<file path="src/design/emsa_pkcs1_v15_encode_verify_defines.svh">
// Assertion macros shared by the encoder/verifier RTL.
`ifndef EMSA_PKCS1_V15_ENCODE_VERIFY_DEFINES_SVH
`define EMSA_PKCS1_V15_ENCODE_VERIFY_DEFINES_SVH

// Clocked assertion, held off while reset is asserted.
`define EMSA_ASSERT(label, prop, msg) \
  label: assert property (@(posedge clk_i) disable iff (!rst_ni) prop) else $error(msg);

// Condition that must never be seen at a clock edge.
`define EMSA_NEVER(label, expr, msg) \
  `EMSA_ASSERT(label, !(expr), msg)

`endif

</file>
<file path="src/design/emsa_pkg.sv">
// ----------------------------------------------------------------------------
// emsa_pkg
// Shared types, constants and DigestInfo header tables for the encoder.
// ----------------------------------------------------------------------------
package emsa_pkg;

  localparam int unsigned MAX_EM_BYTES = 512;
  localparam int unsigned LEN_W        = $clog2(MAX_EM_BYTES + 1);
  localparam int unsigned EM_LEN_W     = 10;
  localparam int unsigned KIND_W       = 2;
  localparam int unsigned APB_ADDR_W   = 3;
  localparam int unsigned APB_DATA_W   = 32;
  localparam int unsigned FIXED_BYTES  = 11;
  localparam int unsigned QDEPTH       = 4;
  localparam int unsigned QPTR_W       = $clog2(QDEPTH);
  localparam int unsigned QCNT_W       = $clog2(QDEPTH + 1);

  typedef enum logic [KIND_W-1:0] {
    KIND_SHA1   = 2'd0,
    KIND_SHA256 = 2'd1,
    KIND_SHA512 = 2'd2,
    KIND_BAD    = 2'd3
  } hash_kind_e;

  typedef enum logic [0:0] {
    REG_HASH_KIND = 1'b0,
    REG_EM_LENGTH = 1'b1
  } reg_idx_e;

  typedef enum logic [2:0] {
    ST_OK        = 3'd0,
    ST_BAD_KIND  = 3'd1,
    ST_SHORT     = 3'd2,
    ST_PREAMBLE  = 3'd3,
    ST_PAD       = 3'd4,
    ST_SEPARATOR = 3'd5,
    ST_HEADER    = 3'd6,
    ST_HASH      = 3'd7
  } status_e;

  localparam hash_kind_e         HASH_KIND_RST = KIND_SHA256;
  localparam logic [EM_LEN_W-1:0] EM_LENGTH_RST = 10'd256;

  // Classified position handed from the front end to the back end.
  typedef struct packed {
    logic [7:0] exp_byte;
    logic [7:0] rx_byte;
    status_e    code;      // region, or forced status when not normal
    logic       normal;    // configuration is usable
    logic       last;
    logic       first;
    logic       op;
  } item_t;

  typedef struct packed {
    logic [7:0] out_byte;
    logic       byte_ok;
    logic       last;
    status_e    status;
  } res_t;

  function automatic logic [6:0] dig_len(hash_kind_e kind);
    unique case (kind)
      KIND_SHA1:   dig_len = 7'd20;
      KIND_SHA256: dig_len = 7'd32;
      KIND_SHA512: dig_len = 7'd64;
      default:     dig_len = 7'd0;
    endcase
  endfunction

  function automatic logic [4:0] der_len(hash_kind_e kind);
    unique case (kind)
      KIND_SHA1:   der_len = 5'd15;
      KIND_SHA256: der_len = 5'd19;
      KIND_SHA512: der_len = 5'd19;
      default:     der_len = 5'd0;
    endcase
  endfunction

  function automatic logic [7:0] der_byte(hash_kind_e kind, logic [4:0] idx);
    logic [7:0] b;
    b = 8'h00;
    unique case (idx)
      5'd0:  b = 8'h30;
      5'd1:  b = (kind == KIND_SHA1) ? 8'h21 : (kind == KIND_SHA256) ? 8'h31 : 8'h51;
      5'd2:  b = 8'h30;
      5'd3:  b = (kind == KIND_SHA1) ? 8'h09 : 8'h0d;
      5'd4:  b = 8'h06;
      5'd5:  b = (kind == KIND_SHA1) ? 8'h05 : 8'h09;
      5'd6:  b = (kind == KIND_SHA1) ? 8'h2b : 8'h60;
      5'd7:  b = (kind == KIND_SHA1) ? 8'h0e : 8'h86;
      5'd8:  b = (kind == KIND_SHA1) ? 8'h03 : 8'h48;
      5'd9:  b = (kind == KIND_SHA1) ? 8'h02 : 8'h01;
      5'd10: b = (kind == KIND_SHA1) ? 8'h1a : 8'h65;
      5'd11: b = (kind == KIND_SHA1) ? 8'h05 : 8'h03;
      5'd12: b = (kind == KIND_SHA1) ? 8'h00 : 8'h04;
      5'd13: b = (kind == KIND_SHA1) ? 8'h04 : 8'h02;
      5'd14: b = (kind == KIND_SHA1) ? 8'h14 : (kind == KIND_SHA256) ? 8'h01 : 8'h03;
      5'd15: b = (kind == KIND_SHA1) ? 8'h00 : 8'h05;
      5'd16: b = 8'h00;
      5'd17: b = (kind == KIND_SHA1) ? 8'h00 : 8'h04;
      5'd18: b = (kind == KIND_SHA1) ? 8'h00 : (kind == KIND_SHA256) ? 8'h20 : 8'h40;
      default: b = 8'h00;
    endcase
    der_byte = b;
  endfunction

endpackage

</file>
<file path="src/design/emsa_front.sv">
// ----------------------------------------------------------------------------
// emsa_front
// Position counter and region classifier: works out the expected byte.
// ----------------------------------------------------------------------------
module emsa_front import emsa_pkg::*; (
  input  logic                clk_i,
  input  logic                rst_ni,
  input  logic                accept_i,
  input  hash_kind_e          hash_kind_i,
  input  logic [EM_LEN_W-1:0] em_length_i,
  input  logic                operation_i,
  input  logic [7:0]          em_byte_i,
  input  logic [7:0]          hash_byte_i,
  output item_t               item_o
);

  logic [LEN_W-1:0] pos_q, pos_d;
  logic [LEN_W-1:0] len;
  logic [LEN_W:0]   pos_inc;
  logic [LEN_W-1:0] hlen, dlen, sep, off;
  logic [LEN_W:0]   min_len;
  logic             last;

  always_comb begin
    if (EM_LEN_W'(em_length_i) > EM_LEN_W'(MAX_EM_BYTES) && EM_LEN_W < LEN_W + 1) begin
      len = LEN_W'(MAX_EM_BYTES);
    end else if ({1'b0, em_length_i} > (EM_LEN_W + 1)'(MAX_EM_BYTES)) begin
      len = LEN_W'(MAX_EM_BYTES);
    end else begin
      len = LEN_W'(em_length_i);
    end
    pos_inc = {1'b0, pos_q} + (LEN_W + 1)'(1);
    last    = (pos_inc >= {1'b0, len});
    hlen    = LEN_W'(dig_len(hash_kind_i));
    dlen    = LEN_W'(der_len(hash_kind_i));
    min_len = (LEN_W + 1)'(FIXED_BYTES) + {1'b0, hlen} + {1'b0, dlen};
    sep     = len - LEN_W'(1) - hlen - dlen;
    off     = pos_q - sep - LEN_W'(1);

    item_o          = '0;
    item_o.rx_byte  = em_byte_i;
    item_o.last     = last;
    item_o.first    = (pos_q == '0);
    item_o.op       = operation_i;
    item_o.normal   = 1'b0;
    item_o.exp_byte = 8'h00;
    item_o.code     = ST_OK;
    priority if (hash_kind_i == KIND_BAD) begin
      item_o.code = ST_BAD_KIND;
    end else if ({1'b0, len} < min_len) begin
      item_o.code = ST_SHORT;
    end else begin
      item_o.normal = 1'b1;
      priority if (pos_q < LEN_W'(2)) begin
        item_o.exp_byte = 8'(pos_q);
        item_o.code     = ST_PREAMBLE;
      end else if (pos_q < sep) begin
        item_o.exp_byte = 8'hff;
        item_o.code     = ST_PAD;
      end else if (pos_q == sep) begin
        item_o.exp_byte = 8'h00;
        item_o.code     = ST_SEPARATOR;
      end else if (off < dlen) begin
        item_o.exp_byte = der_byte(hash_kind_i, off[4:0]);
        item_o.code     = ST_HEADER;
      end else begin
        item_o.exp_byte = hash_byte_i;
        item_o.code     = ST_HASH;
      end
    end
  end

  // Wrap after the last byte, otherwise advance.
  assign pos_d = last ? '0 : pos_inc[LEN_W-1:0];

  always_ff @(posedge clk_i or negedge rst_ni) begin
    if (!rst_ni) begin
      pos_q <= '0;
    end else if (accept_i) begin
      pos_q <= pos_d;
    end
  end

endmodule

</file>
<file path="src/design/emsa_queue.sv">
// ----------------------------------------------------------------------------
// emsa_queue
// Short queue of classified positions between the front and back ends.
// ----------------------------------------------------------------------------
`include "emsa_pkcs1_v15_encode_verify_defines.svh"

module emsa_queue import emsa_pkg::*; (
  input  logic  clk_i,
  input  logic  rst_ni,
  input  logic  push_i,
  input  item_t item_i,
  output logic  full_o,
  input  logic  pop_i,
  output item_t item_o,
  output logic  empty_o
);

  item_t             mem_q [QDEPTH];
  logic [QPTR_W-1:0] wptr_q, rptr_q;
  logic [QCNT_W-1:0] cnt_q, cnt_d;
  logic              do_push, do_pop;

  assign full_o  = (cnt_q == QCNT_W'(QDEPTH));
  assign empty_o = (cnt_q == '0);
  assign do_push = push_i & ~full_o;
  assign do_pop  = pop_i & ~empty_o;
  assign item_o  = mem_q[rptr_q];

  always_comb begin
    cnt_d = cnt_q;
    if (do_push && !do_pop) begin
      cnt_d = cnt_q + QCNT_W'(1);
    end else if (!do_push && do_pop) begin
      cnt_d = cnt_q - QCNT_W'(1);
    end
  end

  always_ff @(posedge clk_i or negedge rst_ni) begin
    if (!rst_ni) begin
      wptr_q <= '0;
      rptr_q <= '0;
      cnt_q  <= '0;
    end else begin
      if (do_push) begin
        wptr_q <= wptr_q + QPTR_W'(1);
      end
      if (do_pop) begin
        rptr_q <= rptr_q + QPTR_W'(1);
      end
      cnt_q <= cnt_d;
    end
  end

  always_ff @(posedge clk_i) begin
    if (do_push) begin
      mem_q[wptr_q] <= item_i;
    end
  end

  `EMSA_NEVER(a_q_overflow, cnt_q > QCNT_W'(QDEPTH), "queue count beyond depth")
  `EMSA_ASSERT(a_q_fill, (do_push && !do_pop) |=> (cnt_q == $past(cnt_q) + QCNT_W'(1)), "queue count did not advance on push")

endmodule

</file>
<file path="src/design/emsa_back.sv">
// ----------------------------------------------------------------------------
// emsa_back
// Compare, first-error tracking and a two-entry result buffer.
// ----------------------------------------------------------------------------
`include "emsa_pkcs1_v15_encode_verify_defines.svh"

module emsa_back import emsa_pkg::*; (
  input  logic  clk_i,
  input  logic  rst_ni,
  input  item_t item_i,
  input  logic  item_empty_i,
  output logic  item_pop_o,
  input  logic  pop_i,
  output logic  empty_o,
  output res_t  res_o
);

  logic    mode_q;
  status_e fe_q;
  logic    mode_eff;
  status_e fe_base, fe_new;
  res_t    res_new;
  res_t    buf0_q, buf1_q;
  logic    v0_q, v1_q;
  logic    take, put;

  // Take a queued position whenever the second buffer slot is free.
  assign put        = ~item_empty_i & ~v1_q;
  assign item_pop_o = put;
  assign take       = pop_i & v0_q;
  assign empty_o    = ~v0_q;
  assign res_o      = buf0_q;

  always_comb begin
    mode_eff         = item_i.first ? item_i.op : mode_q;
    fe_base          = item_i.first ? ST_OK : fe_q;
    fe_new           = fe_base;
    res_new.out_byte = item_i.exp_byte;
    res_new.last     = item_i.last;
    res_new.byte_ok  = 1'b1;
    res_new.status   = ST_OK;
    if (!item_i.normal) begin
      res_new.out_byte = 8'h00;
      res_new.byte_ok  = 1'b0;
      res_new.status   = item_i.code;
    end else if (mode_eff) begin
      res_new.byte_ok = (item_i.rx_byte == item_i.exp_byte);
      if (!res_new.byte_ok && fe_base == ST_OK) begin
        fe_new = item_i.code;
      end
      if (item_i.last) begin
        res_new.status = fe_new;
      end
    end
  end

  always_ff @(posedge clk_i or negedge rst_ni) begin
    if (!rst_ni) begin
      mode_q <= 1'b0;
      fe_q   <= ST_OK;
      v0_q   <= 1'b0;
      v1_q   <= 1'b0;
    end else begin
      if (put) begin
        mode_q <= mode_eff;
        fe_q   <= fe_new;
      end
      if (take) begin
        v0_q <= v1_q | put;
        v1_q <= v1_q & put;
      end else if (put) begin
        v0_q <= 1'b1;
        v1_q <= v0_q;
      end
    end
  end

  always_ff @(posedge clk_i) begin
    if (take) begin
      buf0_q <= v1_q ? buf1_q : res_new;
      if (v1_q) begin
        buf1_q <= res_new;
      end
    end else if (put) begin
      if (v0_q) begin
        buf1_q <= res_new;
      end else begin
        buf0_q <= res_new;
      end
    end
  end

  `EMSA_ASSERT(a_buf_order, v1_q |-> v0_q, "second result slot filled ahead of the first")
  `EMSA_ASSERT(a_bad_cfg_zero, (v0_q && (buf0_q.status == ST_BAD_KIND || buf0_q.status == ST_SHORT)) |-> (!buf0_q.byte_ok && buf0_q.out_byte == 8'h00), "bad configuration result carries data")

endmodule

</file>
<file path="src/design/emsa_pkcs1_v15_encode_verify.sv">
// ----------------------------------------------------------------------------
// emsa_pkcs1_v15_encode_verify
// EMSA-PKCS1-v1_5 signature padding, one encoded-message byte per transfer,
// in encode (generate) or verify (compare) mode.
// ----------------------------------------------------------------------------
//
//  Channel   Direction  Handshake               Payload
//  --------  ---------  ----------------------  ---------------------------------
//  input     in         push / full             operation, em_byte, hash_byte
//  result    out        pop / empty             out_byte, byte_ok, last, status
//  config    in         psel/penable/pwrite     hash_kind (0x0), em_length (0x4)
//
//  One transfer in gives one transfer out; a byte may enter every cycle
//  while the queue is not full. The accepting edge writes the queue, and
//  the position then moves on into the result buffer, where empty drops.
//  The front end classifies the position in the push cycle; the queue of
//  four lets it run ahead while the result side is stalled.
//  Reset clears position, mode and the held error; registers return to
//  SHA-256 and a length of 256 bytes.
//
module emsa_pkcs1_v15_encode_verify import emsa_pkg::*; (
  input  logic                  clk_i,
  input  logic                  rst_ni,
  // input channel
  input  logic                  push,
  output logic                  full,
  input  logic                  operation_i,
  input  logic [7:0]            em_byte_i,
  input  logic [7:0]            hash_byte_i,
  // result channel
  input  logic                  pop,
  output logic                  empty,
  output logic [7:0]            out_byte_o,
  output logic                  byte_ok_o,
  output logic                  last_o,
  output logic [2:0]            status_o,
  // configuration port
  input  logic                  psel,
  input  logic                  penable,
  input  logic                  pwrite,
  input  logic [APB_ADDR_W-1:0] paddr,
  input  logic [APB_DATA_W-1:0] pwdata,
  output logic [APB_DATA_W-1:0] prdata,
  output logic                  pready
);

  hash_kind_e          hash_kind_q;
  logic [EM_LEN_W-1:0] em_length_q;
  reg_idx_e            reg_idx;
  logic                cfg_wr;
  logic                accept;
  item_t               front_item, back_item;
  logic                q_empty, q_pop;
  res_t                res;

  // Configuration registers: one word each, written in the access phase.
  assign pready  = 1'b1;
  assign reg_idx = reg_idx_e'(paddr[2]);
  assign cfg_wr  = psel & penable & pwrite & pready;

  always_comb begin
    unique case (reg_idx)
      REG_HASH_KIND: prdata = APB_DATA_W'(hash_kind_q);
      REG_EM_LENGTH: prdata = APB_DATA_W'(em_length_q);
      default:       prdata = '0;
    endcase
  end

  always_ff @(posedge clk_i or negedge rst_ni) begin
    if (!rst_ni) begin
      hash_kind_q <= HASH_KIND_RST;
      em_length_q <= EM_LENGTH_RST;
    end else if (cfg_wr) begin
      unique case (reg_idx)
        REG_HASH_KIND: hash_kind_q <= hash_kind_e'(pwdata[KIND_W-1:0]);
        REG_EM_LENGTH: em_length_q <= pwdata[EM_LEN_W-1:0];
        default:       em_length_q <= em_length_q;
      endcase
    end
  end

  // A transfer in happens when the queue has room.
  assign accept = push & ~full;

  emsa_front u_front (
    .clk_i       (clk_i),
    .rst_ni      (rst_ni),
    .accept_i    (accept),
    .hash_kind_i (hash_kind_q),
    .em_length_i (em_length_q),
    .operation_i (operation_i),
    .em_byte_i   (em_byte_i),
    .hash_byte_i (hash_byte_i),
    .item_o      (front_item)
  );

  // Hold classified positions while the result side stalls.
  emsa_queue u_queue (
    .clk_i   (clk_i),
    .rst_ni  (rst_ni),
    .push_i  (push),
    .item_i  (front_item),
    .full_o  (full),
    .pop_i   (q_pop),
    .item_o  (back_item),
    .empty_o (q_empty)
  );

  // Compare, track the first error and buffer results for transfer out.
  emsa_back u_back (
    .clk_i        (clk_i),
    .rst_ni       (rst_ni),
    .item_i       (back_item),
    .item_empty_i (q_empty),
    .item_pop_o   (q_pop),
    .pop_i        (pop),
    .empty_o      (empty),
    .res_o        (res)
  );

  assign out_byte_o = res.out_byte;
  assign byte_ok_o  = res.byte_ok;
  assign last_o     = res.last;
  assign status_o   = res.status;

endmodule
</file>
<file path="config.mk">
export PLATFORM = sky130hd
export DESIGN_NAME = emsa_pkcs1_v15_encode_verify
export DESIGN_NICKNAME = d
export VERILOG_FILES = /design/src/design/emsa_pkg.sv /design/src/design/emsa_front.sv /design/src/design/emsa_queue.sv /design/src/design/emsa_back.sv /design/src/design/emsa_pkcs1_v15_encode_verify.sv
export VERILOG_INCLUDE_DIRS = /design/src /design/src/design
export SDC_FILE = /design/constraint.sdc
export NUM_CORES = 1
export LEC_CHECK = 0
export BUFFER_PORTS_ARGS = -buffer_cell sky130_fd_sc_hd__buf_2
export CORE_MARGIN = 2
export CORE_UTILIZATION = 53
export DETAILED_ROUTE_END_ITERATION = 10
export PLACE_DENSITY = 0.78
export REMOVE_ABC_BUFFERS = 1
export SYNTH_ARGS = -nofsm -noshare
export SYNTH_HDL_FRONTEND = slang
export SYNTH_SLANG_ARGS = --single-unit
</file>
<file path="constraint.sdc">
create_clock -name clk_i -period 6.65 [get_ports clk_i]
set_input_delay 0.3325 -clock clk_i [delete_from_list [all_inputs] [get_ports clk_i]]
set_output_delay 0.3325 -clock clk_i [all_outputs]
set_load 0.05 [all_outputs]
</file>
; After elaboration in Yosys (flattened, before gate mapping)
; Memory sizes are Yosys's and may differ from the RTL's.
; Cells that the tools add are included.
[word_totals]
mem_count = 1
out_inout_bits = 48
regBits = 61
ramBits = 92
in_bits = 59
wordCells = 162
[memory_table]
columns = name, depth, word_bits, read_ports, rd_ports_with_merged_regs, wr, line_no
row1 = u_queue.mem_q, 4, 23, 1, 0, 1, emsa_queue.sv:18  ; item_t mem_q [QDEPTH];
[classes]
n_lt_le_gt_ge = 7
n_eq_ne = 25
bitwise = 13
add_sub_neg = 12
n_reduce_logical = 21
n_mux = 65
[op_table]
columns = op, n
row1 = 8-bit one-hot mux with 16 select lines, 1
row2 = 13-bit two-way mux, 8
row3 = 8-bit two-way mux, 11
row4 = 32-bit one-hot mux with 2 select lines, 1
row5 = 3-bit two-way mux, 19
row6 = 5-bit by 4-bit equality test with 1-bit output (second input constant), 8
row7 = 7-bit two-way mux, 5
row8 = 10-bit two-way mux, 3
row9 = 7-bit one-hot mux with 3 select lines, 1
row10 = 5-bit by 3-bit equality test with 1-bit output (second input constant), 4
row11 = 10-bit > comparator (second input constant), 2
row12 = 10-bit by 1-bit subtractor with 10-bit output (second input constant), 2
row13 = 1-bit two-way mux, 12
row14 = 10-bit by 1-bit adder with 11-bit output (second input constant), 1
row15 = 11-bit by 5-bit adder with 11-bit output, 1
row16 = 11-bit by 10-bit >= comparator with 1-bit output, 1
row17 = 10-bit by 11-bit less-than comparator with 1-bit output, 1
row18 = 10-bit equality test, 1
row19 = 5-bit by 2-bit equality test with 1-bit output (second input constant), 2
row20 = 5-bit equality test (second input constant), 2
row21 = 10-bit logical NOT, 1
row22 = 10-bit less-than comparator, 1
row23 = 10-bit by 2-bit less-than comparator with 1-bit output (second input constant), 1
row24 = 10-bit by 5-bit less-than comparator with 1-bit output, 1
row25 = 29 further kinds, 53

; Logic depth before layout (Yosys ltp)
; Gate-level depths: netlist (run 1).
[depth]
ltp_word = 17
mapped_depth = 23
mapped_depth_nobuf = 21

; Hierarchy
; From an unflattened synthesis (run 1), not the netlist that was laid out.
[unflattened]
hier_cells = 732
hier_area_um2 = 8924.8
[by_module_without_submodules]
columns = mod, n_inst, cells_per_inst, area_per_inst_um2, seq_area_each_um2
row1 = emsa_queue, 1, 157, 3773.6, 2937.8
row2 = emsa_front, 1, 393, 2837.7, 250.2
row3 = emsa_back, 1, 119, 1581.5, 930.9
row4 = emsa_pkcs1_v15_encode_verify, 1, 63, 732.0, 302.8

; Worst setup path before layout (run 1)
; No wires, ideal clock.
[synth_path]
path_type = reg-to-reg
startpoint = reg hash_kind_q[0]
endpoint = mem u_queue.mem_q[0][17] (netlist bit), data pin
setup_ps = 250
path_stages_with_launch = 20
synth_period_minus_slack_ps = 4640
required_ps = 6400
setup_slack_ps = 2010
path_buffers = 0
t_arrival_ps = 4391
path_cell_list = dfstp_2 ha_1 inv_1 ha_1 inv_1 ha_1 a211o_1 a31o_2 a21oi_1 o21bai_1 a221oi_1 xnor2_1 ha_1 nand2b_1 o22ai_1 or4_1 nor4_1 nand4_1 nor3b_1 nor4b_1
[synth_rtl]
columns = item, line_no
row1 = start: declaration, emsa_pkcs1_v15_encode_verify.sv:47  ; hash_kind_e hash_kind_q;
row2 = start signal: assignment, emsa_pkcs1_v15_encode_verify.sv:75  ; REG_HASH_KIND: hash_kind_q <= hash_kind_e'(pwdata[KIND_W-1:0]);
row3 = end: declaration, emsa_queue.sv:18

==> impl_metrics.tcl, run 1 <==
set metrics [dict create \
    outcome "complete, no violations" \
    drive_above_1_share_pct 19.2 \
    diodes 0 \
    die_x_um 132 \
    clock_sinks 153 \
    synthTopCellsByArea "edfxtp_1 41%, dfrtp_1 9.5%, ha_1 8.1%, mux4_2 6.0%, mux2_2 2.7%" \
    vias_per_cell 5.94 \
    synth_commonest_cells "118 x edfxtp_1, 59 x nand2_1, 56 x ha_1, 39 x inv_1, 33 x dfrtp_1" \
    place_congestion 0.883 \
    async_reset_ff_share_pct 22.9 \
    clock_skew_ps 10.6 \
    vdd_drop_max_mv 0.254 \
    switching_power_mw 2.45 \
    rsz0062_at_grt "false" \
    start_kind "flip-flop" \
    grt_pass1_vias 5894 \
    post-synth-top-area-cell "edfxtp_1" \
    power.share.combinational_pct 52.6 \
    clkLatencyLatePin_ps 420 \
    gr-total-overflow 0 \
    drv_slew 0 \
    start_util_pct 54.3 \
    cts_hold_buf 0 \
    cp_common_cell "ha_1" \
    dp_hpwl_um 13200 \
    grt_usage_pct 22.2 \
    routedWlPerCell_um 18.7 \
    powerDensity_nw_per_um2 590 \
    instances_no_fill 1001 \
    hold_viol 0 \
    holdCritPathClass "in -> async" \
    crit_path_end_kind "flip-flop" \
    cpLargestDelayFamily "simple AND/OR/NAND/NOR gates" \
    nets 889 \
    syn-instance-count 721 \
    htreeDepth 4 \
    synth.most_common_cell "edfxtp_1" \
    antenna_found_initial 0 \
    clkTransAtPathRegs_ps 70 \
    critPathSlowestCell "nor4b_1" \
    ys.flop_type "edfxtp_1" \
    clockBufferDepth 2 \
    min_period_ps 6080 \
    ios 107 \
    maxCapViolCount 0 \
    cts_buffers 17 \
    tns_ps 0 \
    worst-path-buf-inv 2 \
    netlist_area_um2 8660 \
    power_frac_seq_pct 29.0 \
    startpoint "hash_kind_q[0]" \
    drt-total-wl_um 18700 \
    seq_area_frac_synth_pct 51.0 \
    ctsResizeCount 0 \
    synth_top_cell_area_share_pct 40.9 \
    slew_headroom_pct 17.4 \
    drtIter0Drc 545 \
    synthToLayoutAreaGrowth_pct 11.6 \
    syn_area_per_cell_um2 12.0 \
    power_frac_clock_pct 18.4 \
    ys_ff_latch 153 \
    post_cts.repair.setup_buffers 0 \
    r2r_start "hash_kind_q[0]" \
    cpPeakStageDelay_ps 720 \
    num_vias 5950 \
    dp_cells 969 \
    rows 46 \
    critPathMaxFanout 13 \
    crit_chain "ha_1 > inv_1 > ha_1 > inv_1 > ha_1 > a211o_1 > a31o_2 > a21oi_1 > o21bai_1 > a221oi_1 > xnor2_1 > ha_1 > nand2b_1 > o22ai_1 > or4_1 > nor4_1 > nand4_1 > nor3b_1 > nor4b_1" \
    die-area_um2 17400 \
    cp.required_ps 6760 \
    grt_max_degree 36 \
    reg2reg_slack_ps 570 \
    path_class "reg -> reg" \
    fin_crit_sh_pct 91.4 \
    synth_edf_count 118 \
    arrival_ps 6190 \
    die_h_um 132 \
    r2r_cells 19 \
    cp.depth 19 \
    max_freq_mhz 165 \
    cts_root_buf "clkbuf_16" \
    drt_first_pass_iters 4 \
    drc 0 \
    grt_pass1_wl_um 30300 \
    yosysUniqueCellTypes 70 \
    reg2reg_to "u_queue.mem_q[1][17]" \
    tightest_slew_ps 1240 \
    port_buffers 59 \
    setup_viol 0 \
    ys_warn_count 0 \
    cp-endpoint "u_queue.mem_q[1][17]" \
    swShare_pct 43.0 \
    leakage_nw 3.97 \
    fp.coreArea_um2 15900 \
    cts_tree "yes" \
    ant_nets 0 \
    p_int_mw 3.25 \
]
## placed cells by master, fill, tap and decap left out, types with 24 or more instances in the layout
cell type  netlist  layout
and2_1          24      24
ha_1            56      56
edfxtp_1       118     118
o21ai_0         29      29
buf_2            9      59
a21oi_1         24      24
nand2_1         59      59
dfrtp_1         33      33
nor2_1          27      27
inv_1           39      39
## worst reg2reg max path, cell delays in order (launching register included)
cell and delay, ps:
dfstp_2 580, ha_1 350, inv_1 110, ha_1 190
inv_1 50, ha_1 270, a211o_1 270, a31o_2 240
a21oi_1 160, o21bai_1 110, a221oi_1 340, xnor2_1 180
ha_1 330, nand2b_1 130, o22ai_1 80, or4_1 460
nor4_1 240, nand4_1 580, nor3b_1 370, nor4b_1 720
## how the worst min path moves through the flow
stage / startpoint / end / slack, ps / cells after the start
3_5_place_dp: u_queue.cnt_q[2] / u_queue.cnt_q[2] / 490 / 1
3_3_place_gp: rst_ni / u_queue.cnt_q[1] / 460 / 1
2_1_floorplan: rst_ni / em_length_q[0] / 40 / 0
4_1_cts: rst_ni / u_back.fe_q[0] / 50 / 1
6_report: rst_ni / u_back.fe_q[0] / 20 / 1
5_1_grt: rst_ni / u_back.fe_q[0] / 70 / 1
## cell type report
class,count,area (um2)
inverter,42,158
tap,216,270
fill,1269,6280
clock buffer,19,433
multi-input combinational,495,3850
clock inverter,13,206
sequential,153,4420
timing repair buffer,63,325
## kinds of logic after synthesis
logic type	Yosys count	share of synthesized area, %
AO/OA/AOI/OAI	134	10.5
buffers and inverters	94	5.43
XOR/XNOR	36	3.73
AND/OR/NAND/NOR	194	11.3
flip-flops	153	51.0
other	2	0.0867
multiplexers	50	9.40
adder cells (fa/ha/maj)	58	8.55
## power by group through the flow
stage               combinational (mW)  sequential [mW]  clock (mW)
floorplan                         2.12             1.79           0
global placement                  2.84             1.64           0
detailed placement                2.94             1.67           0
CTS                               2.97             1.65        1.06
global route                      3.29             1.68        1.10
finish                            3.00             1.65        1.05
## metal layers
layer	track usage (%)	wire length, um	vias up	share of wire, %
met4	6.88	276	0	1.5
met2	37.5	9330	234	50
li1	-	-	2744	-
met5	0	0	-	0
met1	28.9	8030	2942	43
met3	4.81	1110	30	5.9
## metrics by stage
| step | instance area, um2 | power (mW) | setup slack [ps] | utilization, % | hold WS, ps |
|---|---|---|---|---|---|
| 2_1_floorplan | 8430 | 3.90 | 1650 | - | 36.9 |
| 6_report | 9670 | 5.70 | 575 | 60.6 | 18.0 |
| 3_5_place_dp | 9030 | 4.61 | 700 | 56.6 | 486 |
| 5_1_grt | 9670 | 6.08 | 123 | 60.6 | 74.4 |
| 4_1_cts | 9670 | 5.68 | 635 | 60.6 | 52.5 |
| 3_3_place_gp | 9030 | 4.48 | 901 | 56.6 | 459 |
## registers in the layout, summed over array words and instances (netlist names)
name	count
u_queue.mem_q	92
u_back.buf1_q	13
u_back.res_o	13
em_length_q	10
u_front.pos_q	10
u_back.fe_q	3
u_queue.cnt_q	3
hash_kind_q	2
u_queue.rptr_q	2
u_queue.wptr_q	2
u_back.mode_q	1
u_back.v0_q	1
u_back.v1_q	1
(Power assumes the default switching activity.)
==> run 2, diff against run 1 <==
Settings changed: SYNTH_HIERARCHICAL from default to 1.
==> impl_metrics.tcl, run 2 <==
set metrics [dict create \
    outcome "finished, violations left" \
    violations "negative hold slack" \
    synth_top_family_by_area "simple AND/OR/NAND/NOR gates" \
    rows 47 \
    num_vias 5716 \
    gr-total-overflow 0 \
    critPathMaxFanout 13 \
    clock_skew_ps 9.52 \
    clockBufferDepth 2 \
    fp.coreArea_um2 16500 \
    place_congestion 0.868 \
    synthTopCellsByArea "edfxtp_1 40%, dfrtp_1 9.3%, ha_1 7.7%, mux4_2 4.5%, buf_4 2.9%" \
    final_cell_mix "118 x edfxtp_1, 59 x buf_2, 56 x inv_1" \
    grt_usage_pct 19.6 \
    ys_ff_latch 153 \
    setup_viol 0 \
    mostFrequentLayoutCell "edfxtp_1" \
    drt-total-wl_um 16800 \
    yosysUniqueCellTypes 80 \
    ctsResizeCount 0 \
    max_freq_mhz 180 \
    r2r_start "hash_kind_q[0]" \
    synthXorXnorAreaFrac_pct 3.34 \
    drc 0 \
    synth-simple-area-share_pct 11.4 \
    slew_headroom_pct 28.9 \
    synth_edf_count 118 \
    startpoint "hash_kind_q[0]" \
    drv_slew 0 \
    routedWlPerCell_um 16.6 \
    num-fill-cells 1263 \
    ios 107 \
    tightest_slew_ps 1060 \
    netlist_area_um2 8920 \
    start_kind "flip-flop" \
    min_period_ps 5550 \
    drt_first_pass_iters 6 \
    seq_area_frac_synth_pct 49.5 \
    synthMuxAreaShare_pct 10.8 \
    rsz0062_at_grt "false" \
    ant_nets 0 \
    antenna_found_initial 0 \
    clock_sinks 153 \
    async_reset_ff_share_pct 22.9 \
    cts_buffers 17 \
    cts_root_buf "clkbuf_16" \
    grt_pass1_vias 5578 \
    arrival_ps 5690 \
    synth_compound_area_share_pct 9.59 \
    crit_path_end_kind "flip-flop" \
    syn-instance-count 732 \
    holdCritPathClass "in -> async" \
    clkTransAtPathRegs_ps 60 \
    nets 897 \
    largest_reg_flops 92 \
    start_util_pct 54.0 \
    post-synth-top-area-cell "edfxtp_1" \
    synth_commonest_cells "118 x edfxtp_1, 56 x inv_1, 55 x ha_1, 42 x nand2_1, 35 x buf_4" \
    top_register "u_queue/mem_q" \
    dp_hpwl_um 11700 \
    r2r_cells 19 \
    ys.flop_type "edfxtp_1" \
    htreeDepth 4 \
    syn_area_per_cell_um2 12.2 \
    path_class "reg -> reg" \
    hold_viol 10 \
    tns_ps 0 \
    drtIter0Drc 415 \
    die-area_um2 17900 \
    synth.most_common_cell "edfxtp_1" \
    diodes 0 \
    yosys.area_share.adder_pct 8.16 \
    cts_tree "yes" \
    reg2reg_slack_ps 1100 \
    die_h_um 134 \
    reg2reg_to "u_queue/mem_q[2][15]" \
    vias_per_cell 5.64 \
    cts_hold_buf 0 \
    die_x_um 134 \
    synth_top_cell_area_share_pct 39.7 \
    hold_slack_ps -9.01 \
    drive_above_1_share_pct 20.3 \
    post_cts.repair.setup_buffers 0 \
    fin_crit_sh_pct 83.4 \
    synthToLayoutAreaGrowth_pct 9.93 \
    ys_warn_count 6 \
    maxCapViolCount 0 \
    clkLatencyLatePin_ps 430 \
    grt_max_degree 36 \
    port_buffers 59 \
    cp.required_ps 6790 \
    grt_pass1_wl_um 27500 \
    cp-endpoint "u_queue/mem_q[2][15]" \
]
## run 2: changes by cell type after synthesis, moves of 6 or more
| cell | previous run | this run |
|---|---|---|
| inv_1 | 39 | 56 |
| nor2b_1 | 5 | 11 |
| nor3_1 | 13 | 7 |
| mux2_4 | 0 | 7 |
| xor2_1 | 19 | 4 |
| buf_4 | 24 | 35 |
| nand4_1 | 4 | 12 |
| xnor2_1 | 16 | 30 |
| nand3_1 | 20 | 14 |
| nand2_1 | 59 | 42 |
## run 2: cell type report
class | instances | area (um2) | area share, %
Multi-Input combinational cell | 484 | 3950 | 40.2
Clock inverter | 11 | 146 | 1.49
Sequential cell | 153 | 4420 | 45.1
Inverter | 59 | 221 | 2.26
Timing Repair Buffer | 66 | 348 | 3.55
Clock buffer | 21 | 450 | 4.59
Tap cell | 220 | 275 | 2.81
## run 2: through the flow
| stage | cells | utilization [%] | instance area, um2 | setup slack [ps] |
|---|---|---|---|---|
| after floorplan | 696 | - | 8590 | 1890 |
| after global placement | 982 | 55.8 | 9210 | 1160 |
| after detailed placement | 982 | 55.8 | 9210 | 1110 |
| after CTS | 1014 | 59.4 | 9810 | 1100 |
| after global routing | 1014 | 59.4 | 9810 | 589 |
| final | 1014 | 59.4 | 9810 | 1100 |
## run 2: worst min path at each step
stage | from | endpoint | cells past startpoint
after global routing | rst_ni | hash_kind_q[1] | 1
after global placement | u_queue/cnt_q[2] | u_queue/cnt_q[2] | 1
after CTS | rst_ni | hash_kind_q[1] | 1
after floorplan | rst_ni | em_length_q[0] | 0
final | rst_ni | hash_kind_q[1] | 1
after detailed placement | rst_ni | hash_kind_q[1] | 1
## run 2: per-layer routing
layer / part of all wire (%) / global-route usage, %
met1: 43 / 24.7
met2: 50 / 33.8
met3: 4.2 / 3.35
met4: 2.3 / 7.80
met5: 0 / 0
## run 2: critical path: stages (launching register included)
cell and delay, ps:
dfstp_2 580, ha_1 420, inv_1 150, ha_1 220
inv_1 50, ha_1 240, nor2b_1 140, o31a_1 270
xnor2_1 150, ha_1 330, inv_1 70, xnor2_1 440
clkinv_1 350, ha_1 360, o21ai_0 70, a21oi_1 90
nor4_4 660, mux2_1 400, o41ai_1 100, a221oi_2 140
## run 2: logic make-up after synthesis
kind of cell	after synthesis
AO/OA/AOI/OAI	127
XOR/XNOR	34
adder cells (fa/ha/maj)	57
buffers and inverters	116
flip-flops	153
multiplexers	59
other	2
AND/OR/NAND/NOR	184
Power of run 2 is not shown: default switching activity piles up to over one toggle a cycle in this logic, so the estimate is an artifact.
